$ cat config.mk
export PLATFORM = sky130hd
export DESIGN_NAME = min_cost_covering_subset_search_unit
export DESIGN_NICKNAME = d
export VERILOG_FILES = /design/src/hdl/mccs_pkg.sv /design/src/hdl/mccs_alu.sv /design/src/hdl/mccs_judge.sv /design/src/hdl/min_cost_covering_subset_search_unit.sv
export VERILOG_INCLUDE_DIRS = /design/src /design/src/hdl
export SDC_FILE = /design/constraint.sdc
export NUM_CORES = 2
export LEC_CHECK = 0
export ABC_CLOCK_PERIOD_IN_PS = 19300
export BUFFER_PORTS_ARGS = -buffer_cell sky130_fd_sc_hd__buf_2
export CORE_MARGIN = 3
export CORE_UTILIZATION = 35
export DETAILED_ROUTE_END_ITERATION = 10
export SYNTH_ARGS = -nofsm -noshare
export SYNTH_HDL_FRONTEND = slang
export SYNTH_SLANG_ARGS = --single-unit
export TNS_END_PERCENT = 30
$ cat constraint.sdc
create_clock -name clk -period 19.3 [get_ports clk]
set_input_delay 3.86 -clock clk [delete_from_list [all_inputs] [get_ports clk]]
set_output_delay 3.86 -clock clk [all_outputs]
set_load 0.01 [all_outputs]
$ cat src/hdl/min_cost_covering_subset_search_unit_assert.svh
// Assertion macros for the min-cost covering subset search unit.
// Used by the top level only; expects clk and rst_n in scope.
`ifndef MIN_COST_COVERING_SUBSET_SEARCH_UNIT_ASSERT_SVH
`define MIN_COST_COVERING_SUBSET_SEARCH_UNIT_ASSERT_SVH

// same-cycle implication
`define MCCS_ASSERT_SAME(lbl, ante, cons, msg) \
    lbl: assert property (@(posedge clk) disable iff (!rst_n) (ante) |-> (cons)) \
        else $error(msg);

// next-cycle implication
`define MCCS_ASSERT_NEXT(lbl, ante, cons, msg) \
    lbl: assert property (@(posedge clk) disable iff (!rst_n) (ante) |=> (cons)) \
        else $error(msg);

`endif

$ cat src/hdl/mccs_pkg.sv
// Shared constants and types for the min-cost covering subset search unit.
// No dependencies.
package mccs_pkg;

    localparam int ITEM_W     = 10;
    localparam int NEED_W     = 14;
    localparam int TOTAL_W    = 14;
    localparam int MASK_OUT_W = 16;
    localparam int CFG_IDX_W  = 8;

    localparam int NUM_NEEDS = 4;
    localparam int NUM_LANES = 5;

    localparam int LANE_PROTEIN  = 0;
    localparam int LANE_FAT      = 1;
    localparam int LANE_CARBS    = 2;
    localparam int LANE_VITAMINS = 3;
    localparam int LANE_COST     = 4;

    localparam logic [CFG_IDX_W-1:0] REG_NEED_PROTEIN  = 8'd0;
    localparam logic [CFG_IDX_W-1:0] REG_NEED_FAT      = 8'd1;
    localparam logic [CFG_IDX_W-1:0] REG_NEED_CARBS    = 8'd2;
    localparam logic [CFG_IDX_W-1:0] REG_NEED_VITAMINS = 8'd3;

    typedef struct packed {
        logic meets;
        logic beats;
    } mccs_verdict_t;

endpackage

$ cat src/hdl/mccs_alu.sv
// Shared five-lane add/subtract unit for the path sums.
// Depends on mccs_pkg.
module mccs_alu #(
    parameter int SUM_W = 15,
    parameter int VAL_W = 10
) (
    input  logic [mccs_pkg::NUM_LANES-1:0][SUM_W-1:0] acc,
    input  logic [mccs_pkg::NUM_LANES-1:0][VAL_W-1:0] operand,
    input  logic                                      sub,
    output logic [mccs_pkg::NUM_LANES-1:0][SUM_W-1:0] result
);
    import mccs_pkg::*;

    always_comb
    begin
        for (int k = 0; k < NUM_LANES; k++)
        begin
            if (sub)
            begin
                result[k] = acc[k] - SUM_W'(operand[k]);
            end
            else
            begin
                result[k] = acc[k] + SUM_W'(operand[k]);
            end
        end
    end

endmodule

$ cat src/hdl/mccs_judge.sv
// Feasibility and ranking compare of the current path against the best record.
// Depends on mccs_pkg.
module mccs_judge #(
    parameter int SUM_W = 15
) (
    input  logic [mccs_pkg::NUM_LANES-1:0][SUM_W-1:0]        sums,
    input  logic [mccs_pkg::NUM_LANES-1:0][SUM_W-1:0]        best,
    input  logic                                             best_valid,
    input  logic [mccs_pkg::NUM_NEEDS-1:0][mccs_pkg::NEED_W-1:0] needs,
    output mccs_pkg::mccs_verdict_t                          verdict
);
    import mccs_pkg::*;

    localparam int CMP_W = (SUM_W > NEED_W) ? SUM_W : NEED_W;

    logic decided;

    always_comb
    begin
        verdict.meets = 1'b1;
        for (int k = 0; k < NUM_NEEDS; k++)
        begin
            if (CMP_W'(sums[k]) < CMP_W'(needs[k]))
            begin
                verdict.meets = 1'b0;
            end
        end

        decided       = 1'b0;
        verdict.beats = 1'b0;
        if (!best_valid)
        begin
            decided       = 1'b1;
            verdict.beats = 1'b1;
        end
        else if (sums[LANE_COST] != best[LANE_COST])
        begin
            decided       = 1'b1;
            verdict.beats = sums[LANE_COST] < best[LANE_COST];
        end
        for (int k = 0; k < NUM_NEEDS; k++)
        begin
            if (!decided && sums[k] != best[k])
            begin
                decided       = 1'b1;
                verdict.beats = sums[k] > best[k];
            end
        end
    end

endmodule

$ cat src/hdl/min_cost_covering_subset_search_unit.sv
// Top level of the min-cost covering subset search unit: sequencer, item memory,
// best record and output register. Depends on mccs_pkg, mccs_alu, mccs_judge.
//
// Usage:
//   cfg channel (cfg_valid/cfg_ready, cfg_index, cfg_data) writes the four
//   minimums; always ready, unknown indexes are ignored.
//   Input channel: one beat per ingredient. Beats without last_item are stored
//   (beyond MAX_ITEMS they are dropped). A beat with last_item stores its
//   ingredient and starts the depth-first search; in_ready stays low until
//   the search ends.
//   The search runs on one shared adder and one compare unit: each visited
//   node takes a check, an add or subtract, and a walk step back, with at
//   most 2^(N+1)-1 nodes for N items.
//   Output channel: one result beat per set, held in an output register; the
//   unit accepts new ingredients while that beat waits. If the receiver stalls
//   at the end of the next search, the sequencer waits for the register.
//   Reset clears the minimums, the load count, the sequencer and out_valid.
`include "min_cost_covering_subset_search_unit_assert.svh"

module min_cost_covering_subset_search_unit #(
    parameter int MAX_ITEMS  = 16,
    parameter int VALUE_BITS = 10
) (
    input  logic                             clk,
    input  logic                             rst_n,

    input  logic                             cfg_valid,
    output logic                             cfg_ready,
    input  logic [mccs_pkg::CFG_IDX_W-1:0]   cfg_index,
    input  logic [mccs_pkg::NEED_W-1:0]      cfg_data,

    input  logic                             in_valid,
    output logic                             in_ready,
    input  logic [mccs_pkg::ITEM_W-1:0]      item_protein,
    input  logic [mccs_pkg::ITEM_W-1:0]      item_fat,
    input  logic [mccs_pkg::ITEM_W-1:0]      item_carbs,
    input  logic [mccs_pkg::ITEM_W-1:0]      item_vitamins,
    input  logic [mccs_pkg::ITEM_W-1:0]      item_cost,
    input  logic                             last_item,

    output logic                             out_valid,
    input  logic                             out_ready,
    output logic [mccs_pkg::MASK_OUT_W-1:0]  chosen_mask,
    output logic                             found,
    output logic [mccs_pkg::TOTAL_W-1:0]     total_cost,
    output logic [mccs_pkg::TOTAL_W-1:0]     total_protein,
    output logic [mccs_pkg::TOTAL_W-1:0]     total_fat,
    output logic [mccs_pkg::TOTAL_W-1:0]     total_carbs,
    output logic [mccs_pkg::TOTAL_W-1:0]     total_vitamins
);
    import mccs_pkg::*;

    localparam int VAL_W = (VALUE_BITS < ITEM_W) ? VALUE_BITS : ITEM_W;
    localparam int IDX_W = $clog2(MAX_ITEMS + 1);
    localparam int AW    = (MAX_ITEMS > 1) ? $clog2(MAX_ITEMS) : 1;
    localparam int SUM_W = VAL_W + IDX_W;

    localparam logic [2:0] ST_IDLE  = 3'd0;
    localparam logic [2:0] ST_VISIT = 3'd1;
    localparam logic [2:0] ST_ADD   = 3'd2;
    localparam logic [2:0] ST_BACK  = 3'd3;
    localparam logic [2:0] ST_SUB   = 3'd4;
    localparam logic [2:0] ST_DONE  = 3'd5;

    typedef logic [NUM_LANES-1:0][VAL_W-1:0] entry_t;
    typedef logic [NUM_LANES-1:0][SUM_W-1:0] sums_t;

    entry_t mem [MAX_ITEMS];
    entry_t rd_data_reg;
    entry_t wr_data;
    logic [AW-1:0] rd_addr;

    logic [NUM_NEEDS-1:0][NEED_W-1:0] need_reg;

    logic [2:0]           state_reg, state_next;
    logic [IDX_W-1:0]     count_reg, count_next;
    logic [IDX_W-1:0]     idx_reg, idx_next;
    logic [IDX_W-1:0]     idx_m1;
    logic [MAX_ITEMS-1:0] mask_reg, mask_next;
    sums_t                sums_reg, sums_next;
    logic [MAX_ITEMS-1:0] best_mask_reg, best_mask_next;
    sums_t                best_sums_reg, best_sums_next;
    logic                 best_valid_reg, best_valid_next;

    logic                  out_valid_reg, out_valid_next;
    logic [MASK_OUT_W-1:0] mask_out_reg, mask_out_next;
    logic                  found_reg, found_next;
    logic [NUM_LANES-1:0][TOTAL_W-1:0] tot_reg, tot_next;

    sums_t         alu_result;
    mccs_verdict_t verdict;
    logic          in_fire;
    logic          store_en;

    mccs_alu #(
        .SUM_W (SUM_W),
        .VAL_W (VAL_W)
    ) u_alu (
        .acc     (sums_reg),
        .operand (rd_data_reg),
        .sub     (state_reg == ST_SUB),
        .result  (alu_result)
    );

    mccs_judge #(
        .SUM_W (SUM_W)
    ) u_judge (
        .sums       (sums_reg),
        .best       (best_sums_reg),
        .best_valid (best_valid_reg),
        .needs      (need_reg),
        .verdict    (verdict)
    );

    assign cfg_ready = 1'b1;
    assign in_ready  = (state_reg == ST_IDLE);
    assign in_fire   = in_valid && in_ready;
    assign store_en  = in_fire && (count_reg < IDX_W'(MAX_ITEMS));
    assign idx_m1    = idx_reg - 1'b1;
    assign rd_addr   = (state_reg == ST_BACK) ? idx_m1[AW-1:0] : idx_reg[AW-1:0];

    always_comb
    begin
        wr_data[LANE_PROTEIN]  = VAL_W'(item_protein);
        wr_data[LANE_FAT]      = VAL_W'(item_fat);
        wr_data[LANE_CARBS]    = VAL_W'(item_carbs);
        wr_data[LANE_VITAMINS] = VAL_W'(item_vitamins);
        wr_data[LANE_COST]     = VAL_W'(item_cost);
    end

    always_ff @(posedge clk)
    begin
        if (store_en)
        begin
            mem[count_reg[AW-1:0]] <= wr_data;
        end
        rd_data_reg <= mem[rd_addr];
    end

    always_ff @(posedge clk or negedge rst_n)
    begin
        if (!rst_n)
        begin
            need_reg <= '0;
        end
        else if (cfg_valid && cfg_ready)
        begin
            case (cfg_index)
                REG_NEED_PROTEIN:  need_reg[LANE_PROTEIN]  <= cfg_data;
                REG_NEED_FAT:      need_reg[LANE_FAT]      <= cfg_data;
                REG_NEED_CARBS:    need_reg[LANE_CARBS]    <= cfg_data;
                REG_NEED_VITAMINS: need_reg[LANE_VITAMINS] <= cfg_data;
                default:           ;
            endcase
        end
    end

    always_comb
    begin
        state_next      = state_reg;
        count_next      = count_reg;
        idx_next        = idx_reg;
        mask_next       = mask_reg;
        sums_next       = sums_reg;
        best_mask_next  = best_mask_reg;
        best_sums_next  = best_sums_reg;
        best_valid_next = best_valid_reg;
        out_valid_next  = out_valid_reg && !out_ready;
        mask_out_next   = mask_out_reg;
        found_next      = found_reg;
        tot_next        = tot_reg;

        case (state_reg)
            ST_IDLE:
            begin
                if (store_en)
                begin
                    count_next = count_reg + 1'b1;
                end
                if (in_fire && last_item)
                begin
                    state_next      = ST_VISIT;
                    idx_next        = '0;
                    mask_next       = '0;
                    sums_next       = '0;
                    best_mask_next  = '0;
                    best_sums_next  = '0;
                    best_valid_next = 1'b0;
                end
            end
            ST_VISIT:
            begin
                if (verdict.meets)
                begin
                    if (verdict.beats)
                    begin
                        best_valid_next = 1'b1;
                        best_mask_next  = mask_reg;
                        best_sums_next  = sums_reg;
                    end
                    state_next = ST_BACK;
                end
                else if (idx_reg >= count_reg)
                begin
                    state_next = ST_BACK;
                end
                else
                begin
                    state_next = ST_ADD;
                end
            end
            ST_ADD:
            begin
                sums_next                     = alu_result;
                mask_next[idx_reg[AW-1:0]]    = 1'b1;
                idx_next                      = idx_reg + 1'b1;
                state_next                    = ST_VISIT;
            end
            ST_BACK:
            begin
                if (idx_reg == '0)
                begin
                    state_next = ST_DONE;
                end
                else if (mask_reg[idx_m1[AW-1:0]])
                begin
                    mask_next[idx_m1[AW-1:0]] = 1'b0;
                    state_next                = ST_SUB;
                end
                else
                begin
                    idx_next = idx_m1;
                end
            end
            ST_SUB:
            begin
                sums_next  = alu_result;
                state_next = ST_VISIT;
            end
            ST_DONE:
            begin
                if (!out_valid_reg || out_ready)
                begin
                    out_valid_next = 1'b1;
                    found_next     = best_valid_reg;
                    mask_out_next  = best_valid_reg ? MASK_OUT_W'(best_mask_reg) : '0;
                    for (int k = 0; k < NUM_LANES; k++)
                    begin
                        tot_next[k] = best_valid_reg ? TOTAL_W'(best_sums_reg[k]) : '0;
                    end
                    count_next      = '0;
                    best_valid_next = 1'b0;
                    state_next      = ST_IDLE;
                end
            end
            default:
            begin
                state_next = ST_IDLE;
            end
        endcase
    end

    always_ff @(posedge clk or negedge rst_n)
    begin
        if (!rst_n)
        begin
            state_reg      <= ST_IDLE;
            count_reg      <= '0;
            idx_reg        <= '0;
            mask_reg       <= '0;
            best_valid_reg <= 1'b0;
            out_valid_reg  <= 1'b0;
        end
        else
        begin
            state_reg      <= state_next;
            count_reg      <= count_next;
            idx_reg        <= idx_next;
            mask_reg       <= mask_next;
            best_valid_reg <= best_valid_next;
            out_valid_reg  <= out_valid_next;
        end
    end

    always_ff @(posedge clk)
    begin
        sums_reg      <= sums_next;
        best_mask_reg <= best_mask_next;
        best_sums_reg <= best_sums_next;
        mask_out_reg  <= mask_out_next;
        found_reg     <= found_next;
        tot_reg       <= tot_next;
    end

    assign out_valid      = out_valid_reg;
    assign chosen_mask    = mask_out_reg;
    assign found          = found_reg;
    assign total_cost     = tot_reg[LANE_COST];
    assign total_protein  = tot_reg[LANE_PROTEIN];
    assign total_fat      = tot_reg[LANE_FAT];
    assign total_carbs    = tot_reg[LANE_CARBS];
    assign total_vitamins = tot_reg[LANE_VITAMINS];

    `MCCS_ASSERT_SAME(a_mask_below_idx, state_reg != ST_IDLE, (mask_reg >> idx_reg) == '0, "path mask has a bit at or above the search depth")
    `MCCS_ASSERT_SAME(a_idx_in_range, state_reg != ST_IDLE, idx_reg <= count_reg, "search depth beyond loaded count")
    `MCCS_ASSERT_SAME(a_empty_when_not_found, out_valid_reg && !found_reg, (mask_out_reg == '0) && (tot_reg == '0), "result without a feasible subset is not zero")
    `MCCS_ASSERT_NEXT(a_back_to_idle, (state_reg == ST_DONE) && !out_valid_reg, (state_reg == ST_IDLE) && out_valid_reg, "finished search not handed to output register")

endmodule
==> impl_metrics.toml <==
[status]
outcome = "complete, no violations"

[synth]
synth_top_area_share_pct = 61.6
yosysSeqAreaShare_pct = 67.8
yosysMostFrequentCell = "edfxtp_1"
synth_cell_types = 71
ys_seq_elements = 1190
async_flop_share_pct = 7.31
syn_avg_cell_area_um2 = 16.7
postSynthCellCount = 3081
synth_common_cells = "edfxtp_1 (1053), mux4_2 (254), ha_1 (217), nor2_1 (188), inv_1 (176)"
synth_area_leaders = "edfxtp_1 (62%), mux4_2 (11%), ha_1 (5.3%)"
yosysTopAreaCell = "edfxtp_1"
syn_area_um2 = 51300
ys_dominant_reg_cell = "edfxtp_1"
synth_nets = 3381
synth_edf_count = 1053
yosysWarnings = 0

[drt]
firstDrtPassIters = 6
ant_nets = 0
totalWireLength_mm = 121
viasPerCell = 5.14
vias = 27300
drtIter0Drc = 2243
drc = 0
wl_per_cell_um = 22.9

[setup_path]
reg2reg_slack_ps = 14110
reg2reg_depth = 9
end_kind = "output pin"
timing.rr.start = "state_reg[1]$_DFFE_PN0P_"
worst_r2r_endpoint = "rd_data_reg[23]$_DFF_P_"
arrival_ps = 2300
critPathMaxFanout = 27
crit_path_start_kind = "register"
crit_type = "reg2out"
required_ps = 15440

[sta]
drv_slew = 0
setup_violations = 0
fmaxAchievable_ghz = 0.162
hold_viol_final = 0
rsz0062_at_grt = "no"
tightest_slew_ps = 1120
finClkSkew_ps = 40.3
post-route-period-util_pct = 31.9
fin_setup_tns_ps = 0
min_period_ps = 6160
maxSlewHeadroom_pct = 25.6

[cells_and_area]
drive_above_1_share_pct = 21.6
multi_input_area_um2 = 15600
final_util_pct = 40.5
finalNetCount = 3598
finalInstanceArea_um2 = 58600
regArea_um2 = 34800
largest_register_ffs = 800
nFillCells = 13100
syn2layout_area_growth_pct = 14.1

[global_route]
antenna_found_initial = 15
grt_pass1_vias = 27300
grt_max_degree = 127
grt_usage_pct = 16.0
grt_pass1_wl_mm = 181
grt_overflow = 0

[power]
total_power_w = 0.00989
vdd_ir_drop_max_uv = 313
p_leak_nw = 20.6
p_per_area_nw_per_um2 = 169

[flow_run]
cap_viol_max_count = 0

[clock_tree]
clk_path_buf_depth = 3
numCtsBuffers = 117
cts_resized = 0
cts.clk_slew.worst_paths_ps = 70
htreeDepth = 3
postCtsSetupRepairBufs = 0
cts_tree = "built"
cts-root-buf = "clkbuf_16"
clk_latency_ps = 740
cts_sinks = 1190
cts_hold_buf = 0

[floorplan]
die_h_um = 389
core_area_um2 = 145000
io_pins = 168
initial_core_util_pct = 35.5
die_x_um = 389
row_count = 139
die_area_um2 = 151000

[place]
finalWeightedCongestion = 0.862
dp_hpwl_mm = 77.0
portBuffers = 166
placed_cell_area_um2 = 54600

[hold_path]
hp-class = "reg2reg"
hold_path_end = "chosen_mask[5]$_SDFFCE_PN0P_"
worstHoldStart = "best_mask_reg[5]$_SDFFCE_PN0P_"
min_delay_path_depth = 1
## layer usage
layer | vias to the layer above | share of wire (%) | global-route usage, % | wire, µm
li1 | 12400 | - | - | -
met1 | 14000 | 46 | 23.0 | 55700
met2 | 691 | 46 | 25.1 | 56100
met3 | 172 | 5.2 | 2.77 | 6370
met4 | 4 | 2.5 | 4.41 | 3050
met5 | - | 0.022 | 0 | 27
## worst max-delay path by stage
stage	start	cells past startpoint	endpoint	slack [ps]
CTS	state_reg[0]$_DFFE_PN0P_	2	in_ready	13120
floorplan	last_item	4	best_mask_reg[0]$_SDFFCE_PN0P_	100
finish	state_reg[0]$_DFFE_PN0P_	2	in_ready	13140
global placement	in_valid	5	mem[11][42]$_DFFE_PP_	12820
global route	state_reg[0]$_DFFE_PN0P_	2	in_ready	13030
detailed placement	in_valid	5	mem[11][43]$_DFFE_PP_	12820
## cell type report
cell class,instances,share of cell area (%)
clock buffer,166,5.71
timing repair buffer,206,1.98
multi-input combinational,1606,26.7
inverter,177,1.13
clock inverter,55,0.991
sequential,1190,59.4
tap,1903,4.07
antenna,4,0.0171
## worst max-delay path, stage by stage, from the launching register on
cell     delay [ps]
dfrtp_1         690
nor3_1          580
buf_2           300
## layout by cell type (no fill, tap or decap), drive strengths merged, types with 52 or more instances in the layout
master	n
edfxtp	1053
mux4	254
ha	217
buf	206
nor2	190
inv	181
clkbuf	166
and2	121
a21oi	107
o21ai	92
dfrtp	87
nand2	80
xnor2	59
nor3	52
## where the power goes
group	switching [W]	total (W)	internal, W
combinational	0.00209	0.00391	0.00181
clock	0.000980	0.00230	0.00132
sequential	0.000374	0.00368	0.00331
## kinds of logic (layout without fill, tap and decap cells)
kind of cell    count (synthesis)  after routing  share of synthesized area [%]
mux                           310            310                           12.4
simple gates                  596            596                           5.92
other cells                     1              5                        0.00730
xor+xnor                      108            108                           1.87
buf+inv                       285            604                           2.17
fa+ha+maj                     222            222                           5.48
compound gates                369            369                           4.42
flops                        1190           1190                           67.8
## through the flow
step / setup WS [ps] / hold WS, ps / instances
after CTS: 13120 / 484 / 5303
after detailed placement: 12820 / 494 / 5082
final: 13140 / 487 / 5307
after floorplan: 101 / 474 / 3081
after global placement: 12820 / 492 / 5082
after global routing: 13030 / 501 / 5303
No activity file was read; power rests on OpenSTA's default activity.
